## src/design/vt4_pkg.sv

```systemverilog
`default_nettype none

package vt4_pkg;

	localparam int FRAC_BITS = 16;
	localparam int DATA_W    = 32;
	localparam int PROD_W    = 2 * DATA_W;
	// four products of magnitude up to 2^62 need two guard bits
	localparam int ACC_W     = PROD_W + 2;
	localparam int NUM_COLS  = 4;
	localparam int NUM_REGS  = 2 * NUM_COLS;
	localparam int REG_W     = 64;
	localparam int IDX_W     = $clog2(NUM_REGS);

	localparam logic [DATA_W-1:0] SAT_MAX = {1'b0, {(DATA_W-1){1'b1}}};
	localparam logic [DATA_W-1:0] SAT_MIN = {1'b1, {(DATA_W-1){1'b0}}};

	localparam logic [REG_W-1:0] ONE_LO = REG_W'(64'd1 << FRAC_BITS);
	localparam logic [REG_W-1:0] ONE_HI = REG_W'(64'd1 << (FRAC_BITS + DATA_W));

	typedef logic [3:0][DATA_W-1:0] vec_t;
	typedef logic [3:0][ACC_W-1:0]  acc_t;

endpackage

`default_nettype wire

```

## src/design/vt4_sat.sv

```systemverilog
`default_nettype none

// Output stage: drop the fraction bits, clamp to 32 bits, hold the result.
module vt4_sat import vt4_pkg::*; (
	input  wire logic              clk,
	input  wire logic              arst_n,
	input  wire logic              up_valid,
	output logic                   up_ready,
	input  wire acc_t              up_acc,
	output logic                   out_valid,
	input  wire logic              out_stall,
	output vec_t                   res,
	output logic                   res_sat
);

	logic                          valid_q;
	vec_t                          res_q;
	logic                          sat_q;
	vec_t                          res_d;
	logic [3:0]                    clamp;
	logic [ACC_W-1:0]              sh;
	logic                          ld;

	assign ld       = !valid_q || !out_stall;
	assign up_ready = ld;

	always_comb begin
		res_d = '0;
		clamp = '0;
		sh    = '0;
		for (int r = 0; r < 4; r++) begin
			sh = ACC_W'($signed(up_acc[r]) >>> FRAC_BITS);
			// in range when every bit above the sign position matches it
			if (sh[ACC_W-1:DATA_W-1] == '0 || sh[ACC_W-1:DATA_W-1] == '1) begin
				res_d[r] = sh[DATA_W-1:0];
			end else begin
				clamp[r] = 1'b1;
				res_d[r] = sh[ACC_W-1] ? SAT_MIN : SAT_MAX;
			end
		end
	end

	always_ff @(posedge clk or negedge arst_n) begin
		if (!arst_n) begin
			valid_q <= 1'b0;
		end else if (ld) begin
			valid_q <= up_valid;
		end
	end

	always_ff @(posedge clk) begin
		if (ld && up_valid) begin
			res_q <= res_d;
			sat_q <= |clamp;
		end
	end

	assign out_valid = valid_q;
	assign res       = res_q;
	assign res_sat   = sat_q;

endmodule

`default_nettype wire

```

## config.mk

```make
export PLATFORM = sky130hd
export DESIGN_NAME = vt4_sat
export DESIGN_NICKNAME = d
export VERILOG_FILES = /design/src/design/vt4_pkg.sv /design/src/design/vt4_sat.sv
export SDC_FILE = /design/constraint.sdc
export NUM_CORES = 1
export LEC_CHECK = 0
export BUFFER_PORTS_ARGS = -buffer_cell sky130_fd_sc_hd__buf_2
export CELL_PAD_IN_SITES_DETAIL_PLACEMENT = 1
export CELL_PAD_IN_SITES_GLOBAL_PLACEMENT = 1
export CORE_AREA = 2 2 154 156
export CTS_CLUSTER_DIAMETER = 150
export DETAILED_ROUTE_END_ITERATION = 8
export DIE_AREA = 0 0 156 158
export PLACE_DENSITY_LB_ADDON = 0.1
export SYNTH_ARGS = -nofsm -noshare
export SYNTH_HDL_FRONTEND = slang
export SYNTH_SLANG_ARGS = --single-unit
export TNS_END_PERCENT = 10
```

## constraint.sdc

```tcl
create_clock -name clk -period 4.1 [get_ports clk]
set_input_delay 0.615 -clock clk [delete_from_list [all_inputs] [get_ports clk]]
set_output_delay 0.615 -clock clk [all_outputs]
set_load 0.02 [all_outputs]
```

==> results of run 1 <==
[logic make-up after synthesis]
group | share of synthesized area
simple gates | 0.0619
buf+inv | 0.0484
compound gates | 0.198
flops | 0.691
[cell usage in the layout (no fill, tap or decap), drive strengths merged]
cell type	Yosys	layout
buf	23	341
edfxtp	129	129
a21o	124	124
nand4	21	21
nor4	21	21
clkbuf	2	18
nor2	7	7
clkinv	0	7
clkinvlp	0	4
and3	3	3
a31o	3	3
a311oi	3	3
bufinv	0	2
a41o	1	1
nand2	1	1
and2	1	1
nand2b	1	1
dlygate4sd3	3	1
dfrtp	1	1
[registers in the layout, indices dropped and copies added, names as in the netlist]
| register | flops |
|---|---|
| res_sat | 1 |
| out_valid | 1 |
| res | 128 |
[report_power, final]
| group | internal, mW | total (mW) | switching [mW] | leakage [nW] |
|---|---|---|---|---|
| clock | 0.878 | 1.43 | 0.552 | 0.258 |
| sequential | 1.55 | 1.57 | 0.0161 | 1.24 |
| combinational | 0.170 | 0.406 | 0.236 | 2.23 |
| total | 2.60 | 3.40 | 0.804 | 3.72 |
[how the worst min path moves through the flow]
stage             start                     to  slack (ns)  cells past startpoint
2_1_floorplan    arst_n  out_valid$_DFFE_PN0N_        0.32                      0
3_3_place_gp     arst_n  out_valid$_DFFE_PN0N_        0.39                      1
3_5_place_dp     arst_n  out_valid$_DFFE_PN0N_        0.39                      1
4_1_cts        up_valid  out_valid$_DFFE_PN0N_        0.39                      2
5_1_grt        up_valid  out_valid$_DFFE_PN0N_        0.40                      2
6_report       up_valid  out_valid$_DFFE_PN0N_        0.42                      2
[area by class of cell]
class,count,area [um2],area share
Clock buffer,18,429,0.0532
Clock inverter,13,120,0.0149
Multi-Input combinational cell,186,1510,0.187
Sequential cell,130,3900,0.483
Tap cell,290,363,0.0450
Timing Repair Buffer,342,1750,0.217
[worst register-to-register path: stages (launching register included)]
cell and delay, ns:
dfrtp_1 0.38, nand2_1 0.10, and2_4 0.43, buf_4 0.51
[per-layer routing]
layer,vias up,global-route usage,wire length (um)
met1,2150,0.143,6330
met4,4,0.0424,233
met3,18,0.0619,1600
li1,2047,-,-
met2,197,0.240,8750
met5,-,0,30
[per-stage QoR]
| stage | power [mW] | instances | util |
|---|---|---|---|
| 2_1_floorplan | 1.80 | 344 | - |
| 3_3_place_gp | 2.00 | 947 | 0.326 |
| 3_5_place_dp | 2.01 | 947 | 0.326 |
| 4_1_cts | 3.46 | 979 | 0.350 |
| 5_1_grt | 3.55 | 979 | 0.350 |
| 6_report | 3.40 | 979 | 0.350 |
==> reports/results.ini, run 1 <==
[detailed_routing]
wl_per_cell_um=17.3
drt_first_iter_violations=153
ant_nets=0
via_count=4416
drc=0
dr.pass1.iters=4
via_per_inst=4.51
wl_um=16900

[floorplanning]
rows=56
die_x_um=156
initial_core_util=0.245
num_io_pins=399
die_h_um=158
dieArea_um2=24600
core_um2=23100

[cts]
htreeDepth=4
cts_buffer_depth=2
clkTransAtPathRegs_ns=0.05
post-cts-setup-buffers=0
clock_sinks=130
ctsResizeCount=0
clk_latency_ns=0.40
cts_buffers=17
hold_buffers=1
cts_tree=done
cts-root-buf=clkbuf_16

[critical_path]
ff2ff_setup_slack_ns=2.29
cpPeakStageDelay_ns=0.64
crit_chain=buf_2 -> nor4_1 -> nand4_1 -> nor4_2 -> a31o_2 -> nand4_1
cp_common_cell=nand4_1
cp-startpoint=up_acc[123]
cp_top_family=simple AND/OR/NAND/NOR gates
crit_fanout=32
end_kind=flop
required_ns=4.21
r2r-start=out_valid$_DFFE_PN0N_
cp_slowest_cell=a31o_2
endpoint=res_sat$_DFFE_PP_
path_class=input port to flop
start_kind=input port
worstReg2RegEnd=res[102]$_DFFE_PP_
cp_num_buf_inv=1
reg2regPathDepth=3
cp.depth=6
crit_arrival_ns=2.30

[logic_synthesis]
synth_top_cell_by_area=edfxtp_1
synthArstFlopShare=0.00769
synth_flop_cell=edfxtp_1
synth-edff-count=129
netlist_instances=344
synthTopCellsByCount=edfxtp_1 (129), a21o_2 (85), a21o_1 (39), nand4_1 (21), buf_6 (18)
syn-cell-area_um2=5640
ys_types=20
synth_top_area_share=0.687
synth-seq-area-share=0.691
syn_nets=612
synth_most_common_cell=edfxtp_1
yosys_warnings=0
avgSynthCellArea_um2=16.4
ys_ff_latch=130
yosys-top-cells-area=edfxtp_1 (69%), a21o_2 (13%), a21o_1 (5.2%)

[placement]
pre_cts_ws_ns=1.42
port_buffers=334
dpl-instance-area_um2=7500
dp_hpwl_um=12600
gp_congestion=0.718

[final_layout]
diodes=0
layout-drive-gt1-share=0.673
nFillCells=2568
final_cell_area_um2=8060
final_nets=945
area_growth_pct=43.0

[grt]
track_usage=0.135
grt_pass1_vias=4764
grt_overflow_total=0
grt_max_degree=67
grt_first_pass_wirelength_um=25400
antenna_found_initial=2

[power]
power.leakage_nw=3.72
peakVddDrop_uv=214
power_per_cell_area_nw_per_um2=422

[timing]
slew_headroom=0.494
fmax_mhz=457
fin_hold_ws_ns=0.417
fin_skew_ns=0.00514
finalHoldViolCount=0
fin_crit_sh=0.534
period_minus_slack_ns=2.19
setup_slack_ns=1.91
rsz0062_at_grt=no
tightestPinTransition_ns=0.759
setup_viol=0
fin_setup_tns_ns=0
slew_violations=0

[status]
status=finished, final reports clean

[run]
cap_violations=0

[min_path]
hold_class=input port to flop

(Power assumes the default switching activity.)
==> run 2, diff against run 1 <==
clock period = 1.8 ns   (was 4.1 ns; I/O delays follow)
==> run 2 against run 1 <==
Against the previous run: non-clock buffer count is 24 higher; sequential share of layout area is 1.9 points lower; final cell count is 3.1% higher; design area is 4.0% higher; power is 120% higher; largest power group unchanged; clock power is 120% higher; clock skew is 0.0027 ns higher; sequential cell count stayed put; wire length is 2.7% higher; critical path depth is 2 higher.
==> reports/results.ini, run 2 (synthesis gave the netlist of run 1 again) <==
[status]
status=finished, final reports clean

[detailed_routing]
via_per_inst=4.40  ; -2.5%
via_count=4436  ; +0.45%
dr.pass1.iters=4  ; unchanged
drc=0  ; unchanged
wl_um=17400  ; +2.7%
drt_first_iter_violations=131  ; -14%
wl_per_cell_um=17.2  ; -0.39%
ant_nets=0  ; unchanged

[floorplanning]
die_h_um=158  ; unchanged
initial_core_util=0.245  ; unchanged
num_io_pins=399  ; unchanged
rows=56  ; unchanged
die_x_um=156  ; unchanged
dieArea_um2=24600  ; unchanged
core_um2=23100  ; unchanged

[cts]
cts_buffers=17  ; unchanged
cts-root-buf=clkbuf_16
cts_buffer_depth=2  ; unchanged
clock_sinks=130  ; unchanged
cts_tree=done
htreeDepth=4  ; unchanged
clk_latency_ns=0.41  ; about the same
clkTransAtPathRegs_ns=0.06  ; about the same

[grt]
track_usage=0.139  ; +0.00405
grt_first_pass_wirelength_um=26000  ; +2.5%
grt_pass1_vias=4926  ; +3.4%
grt_max_degree=32  ; -52%
antenna_found_initial=6  ; +4
grt_overflow_total=0  ; unchanged

[critical_path]
end_kind=flop
path_class=input port to flop
start_kind=input port
crit_fanout=6  ; -81%
crit_arrival_ns=1.64  ; -0.66 ns
required_ns=1.96  ; -2.25 ns

[final_layout]
mostFrequentLayoutCell=buf_2
final_cell_area_um2=8390  ; +4.0%
area_growth_pct=48.7
utilization=0.364  ; +0.0141
most-common-layout-cells=buf_2 (334), edfxtp_1 (129), a21o_2 (85)
finalNonFillerCells=1009  ; +3.1%
largest_reg_flops=128  ; unchanged
layout-drive-gt1-share=0.695  ; +0.0212
final_nets=969  ; +2.5%

[placement]
dpl-instance-area_um2=7840  ; +4.5%
dp_cells=971  ; +2.5%
gp_congestion=0.721  ; +0.43%
dp_hpwl_um=13300  ; +5.7%
port_buffers=334  ; unchanged

[timing]
fin_skew_ns=0.00789  ; +0.00275 ns
slew_headroom=0.161  ; -0.333
period_minus_slack_ns=1.48
fin_setup_tns_ns=0  ; unchanged
tightestPinTransition_ns=1.26  ; +0.498 ns
fin_crit_sh=0.821
fmax_mhz=676
rsz0062_at_grt=no
setup_viol=0  ; unchanged
slew_violations=0  ; unchanged
finalHoldViolCount=0  ; unchanged

[power]
power.leakage_nw=3.89  ; +4.6%
peakVddDrop_uv=560  ; +160%
power_mw=7.64  ; +120%
power_per_cell_area_nw_per_um2=910  ; +120%

[min_path]
hold_class=input port to flop

[run]
cap_violations=0  ; unchanged

==> run 2: final timing paths <==
kind	from	endpoint	slack, ns	cells past startpoint
max in group asynchronous	arst_n	out_valid$_DFFE_PN0N_	1.55	2
worst max register to register	out_valid$_DFFE_PN0N_	res[12]$_DFFE_PP_	0.38	3
worst min-delay path	up_valid	out_valid$_DFFE_PN0N_	0.06	2
min in group asynchronous	arst_n	out_valid$_DFFE_PN0N_	0.16	2
worst max-delay path	up_acc[53]	res[21]$_DFFE_PP_	0.32	8
worst min register to register	out_valid$_DFFE_PN0N_	out_valid$_DFFE_PN0N_	0.52	2
==> run 2: what timing repair did <==
item	in CTS	in global routing
hold buffers	1	0
setup buffers	0	0
endpoints found under the hold margin	1	0
resized for setup	0	0
==> run 2: layer usage <==
| layer | vias up | wire length, um | track usage |
|---|---|---|---|
| li1 | 2108 | - | - |
| met1 | 2110 | 6600 | 0.151 |
| met2 | 192 | 8850 | 0.243 |
| met3 | 24 | 1590 | 0.0567 |
| met4 | 2 | 339 | 0.0555 |
| met5 | - | 17 | 0 |
==> run 2: cell type report <==
type	count	area [um2]
diodes	5	12.5
multi-input cells	186	1510
fillers	2548	14700
flip-flops and latches	130	3900
clock buffers	17	425
well taps	290	363
repair buffers	366	2080
clock inverters	15	96.3
==> run 2: metrics by stage <==
step	hold WS, ns	setup WS (ns)
floorplan	-0.0256	-0.143
global placement	0.0546	-0.0649
detailed placement	0.0521	-0.117
CTS	0.0364	0.331
global route	0.0722	0.187
finish	0.0617	0.322
==> run 2: where the power goes <==
part	total, mW	switching [mW]	internal [mW]
clock	3.08	1.34	1.74
sequential	3.57	0.0382	3.53
combinational	0.990	0.551	0.439
total	7.64	1.93	5.71
==> run 2: worst max-delay path: stages <==
cell and delay (ns):
buf_2 0.11, nor4_1 0.31, nand4_1 0.16, nor4_2 0.15, buf_4 0.16, a311oi_4 0.07, buf_4 0.22, a21o_2 0.18
==> run 3, diff against run 2 <==
clock period = 1.3 ns   (was 1.8 ns; I/O delays follow)
==> run 3 against run 2 <==
Against the previous run: the flow now finishes with violations (negative setup slack); non-clock buffer count increased by 20; sequential cell count is the same; final cell count up 1.2%; critical path type unchanged; power grew 44%.
==> reports/results.ini, run 3 (synthesis gave the netlist of run 1 again) <==
[final_layout]
nFillCells=2500  ; -1.9%
largest_reg_flops=128  ; unchanged
regArea_um2=3900  ; unchanged
utilization=0.392  ; +0.0286
multiInputGateArea_um2=1760  ; +16%
most-common-layout-cells=buf_2 (311), edfxtp_1 (129), a21o_2 (73)
layout-drive-gt1-share=0.715  ; +0.0208
diodes=0  ; -5
final_nets=989  ; +2.1%
area_growth_pct=60.4
mostFrequentLayoutCell=buf_2

[critical_path]
cp_slowest_cell=nor4_2
cp_common_cell=nor4_2
endpoint=res[59]$_DFFE_PP_
r2r-start=out_valid$_DFFE_PN0N_
start_kind=input port
crit_fanout=16  ; +10
cpPeakStageDelay_ns=0.29  ; -0.02 ns
reg2regPathDepth=4  ; +1
ff2ff_setup_slack_ns=0.03  ; -0.35 ns
worstReg2RegEnd=res[106]$_DFFE_PP_
cp.depth=8  ; unchanged
cp_top_family=simple AND/OR/NAND/NOR gates
end_kind=flop
required_ns=1.46  ; -0.50 ns
path_class=input port to flop
crit_arrival_ns=1.48  ; -0.16 ns
cp_num_buf_inv=3  ; unchanged
cp-startpoint=up_acc[119]
crit_chain=buf_2 -> nor4_2 -> nand4_1 -> nor4_2 -> buf_4 -> a311oi_4 -> buf_12 -> a21o_4

[floorplanning]
num_io_pins=399  ; unchanged
rows=56  ; unchanged
dieArea_um2=24600  ; unchanged
core_um2=23100  ; unchanged
initial_core_util=0.245  ; unchanged
die_x_um=156  ; unchanged
die_h_um=158  ; unchanged

[power]
peakVddDrop_uv=696  ; +24%
power.leakage_nw=4.13  ; +6.0%
power_per_cell_area_nw_per_um2=1220  ; +34%

[status]
violations=negative setup slack
status=finished with violations

[grt]
track_usage=0.143  ; +0.00429
grt_pass1_vias=5028  ; +2.1%
antenna_found_initial=0  ; -6
grt_max_degree=20  ; -38%
grt_overflow_total=0  ; unchanged
grt_first_pass_wirelength_um=26900  ; +3.3%

[cts]
cts_tree=done
cts_buffers=17  ; unchanged
clock_sinks=130  ; unchanged
post-cts-setup-buffers=0  ; unchanged
cts-root-buf=clkbuf_16
cts_buffer_depth=2  ; unchanged
clkTransAtPathRegs_ns=0.05  ; about the same
clk_latency_ns=0.41  ; about the same
htreeDepth=4  ; unchanged

[timing]
fin_hold_ws_ns=0.0414  ; -0.0203 ns
finalHoldViolCount=0  ; unchanged
fmax_mhz=761
fin_crit_sh=1.01
setup_slack_ns=-0.0145  ; -0.336 ns
fin_skew_ns=0.00524  ; -0.00266 ns
tightestPinTransition_ns=0.408  ; -0.849 ns
slew_violations=0  ; unchanged
setup_viol=21  ; +21
period_minus_slack_ns=1.31
slew_headroom=0.728  ; +0.567
rsz0062_at_grt=yes

[detailed_routing]
via_count=4569  ; +3.0%
via_per_inst=4.48  ; +1.8%
ant_nets=0  ; unchanged
wl_per_cell_um=18.0  ; +4.3%
drc=0  ; unchanged
dr.pass1.iters=4  ; unchanged
wl_um=18400  ; +5.5%
drt_first_iter_violations=144  ; +9.9%

[placement]
dp_hpwl_um=13900  ; +3.8%
port_buffers=334  ; unchanged
gp_congestion=0.726  ; +0.62%

[run]
cap_violations=0  ; unchanged

[min_path]
hold_start=out_stall
hold_class=input port to flop

## run 3: cell count changes in the layout (fill, tap and decap cells not counted), moves of 4 or more
cell / change
buf_6: +26
buf_2: -23
nor4_1: -16
a21o_2: -12
a21o_4: +12
nor4_2: +9
nor4_4: +7
buf_4: +6
diode_2: -5
buf_12: +4
buf_8: +4
clkinvlp_4: -4
## run 3: worst min path at each step
stage | end | slack [ns] | cells after the start
5_1_grt | res[82]$_DFFE_PP_ | 0.03 | 2
3_3_place_gp | out_valid$_DFFE_PN0N_ | -0.02 | 1
2_1_floorplan | out_valid$_DFFE_PN0N_ | -0.10 | 0
3_5_place_dp | out_valid$_DFFE_PN0N_ | -0.02 | 1
4_1_cts | out_valid$_DFFE_PN0N_ | 0.009 | 3
6_report | out_valid$_DFFE_PN0N_ | 0.04 | 3
## run 3: what timing repair did
action	CTS	global route
cloned	0	3
pin swaps	0	8
hold endpoints to repair	2	0
gates resized for setup	12	65
endpoints found under the setup margin	87	176
hold buffers	2	0
## run 3: through the flow
step,std cells,worst slack [ns],setup TNS (ns),cell area (um2),power (mW)
3_5_place_dp,987,-0.490,-56.56,8010,6.49
3_3_place_gp,987,-0.471,-53.74,8010,6.45
6_report,1021,-0.0145,-0.129,9050,11.0
4_1_cts,1018,-0.0170,-0.0170,8630,11.1
5_1_grt,1021,-0.110,-7.57,9050,11.5
2_1_floorplan,344,-0.643,-104.12,5650,5.68
## run 3: cell type report
type / instances / area share
Clock buffer: 20 / 0.0483
Multi-Input combinational cell: 186 / 0.194
Clock inverter: 9 / 0.0102
Timing Repair Buffer: 386 / 0.276
Sequential cell: 130 / 0.431
Tap cell: 290 / 0.0401
## run 3: report_power, final
part | internal [mW] | switching (mW) | total (mW)
combinational | 0.760 | 0.837 | 1.60
clock | 2.76 | 1.72 | 4.47
sequential | 4.89 | 0.0523 | 4.94
## run 3: worst reg2reg max path: cells and delay by family, from the launching register on
| kind | cells | cell delay (ns) |
|---|---|---|
| flip-flops | 1 | 0.42 |
| buffers and inverters | 2 | 0.32 |
| AND/OR/NAND/NOR | 2 | 0.24 |
## run 3: layer usage
layer	vias to the layer above	global-route usage	wire length [um]
met3	13	0.0591	1560
met4	0	0.0393	167
met2	189	0.260	9930
met1	2222	0.154	6690
li1	2145	-	-
met5	-	0	0
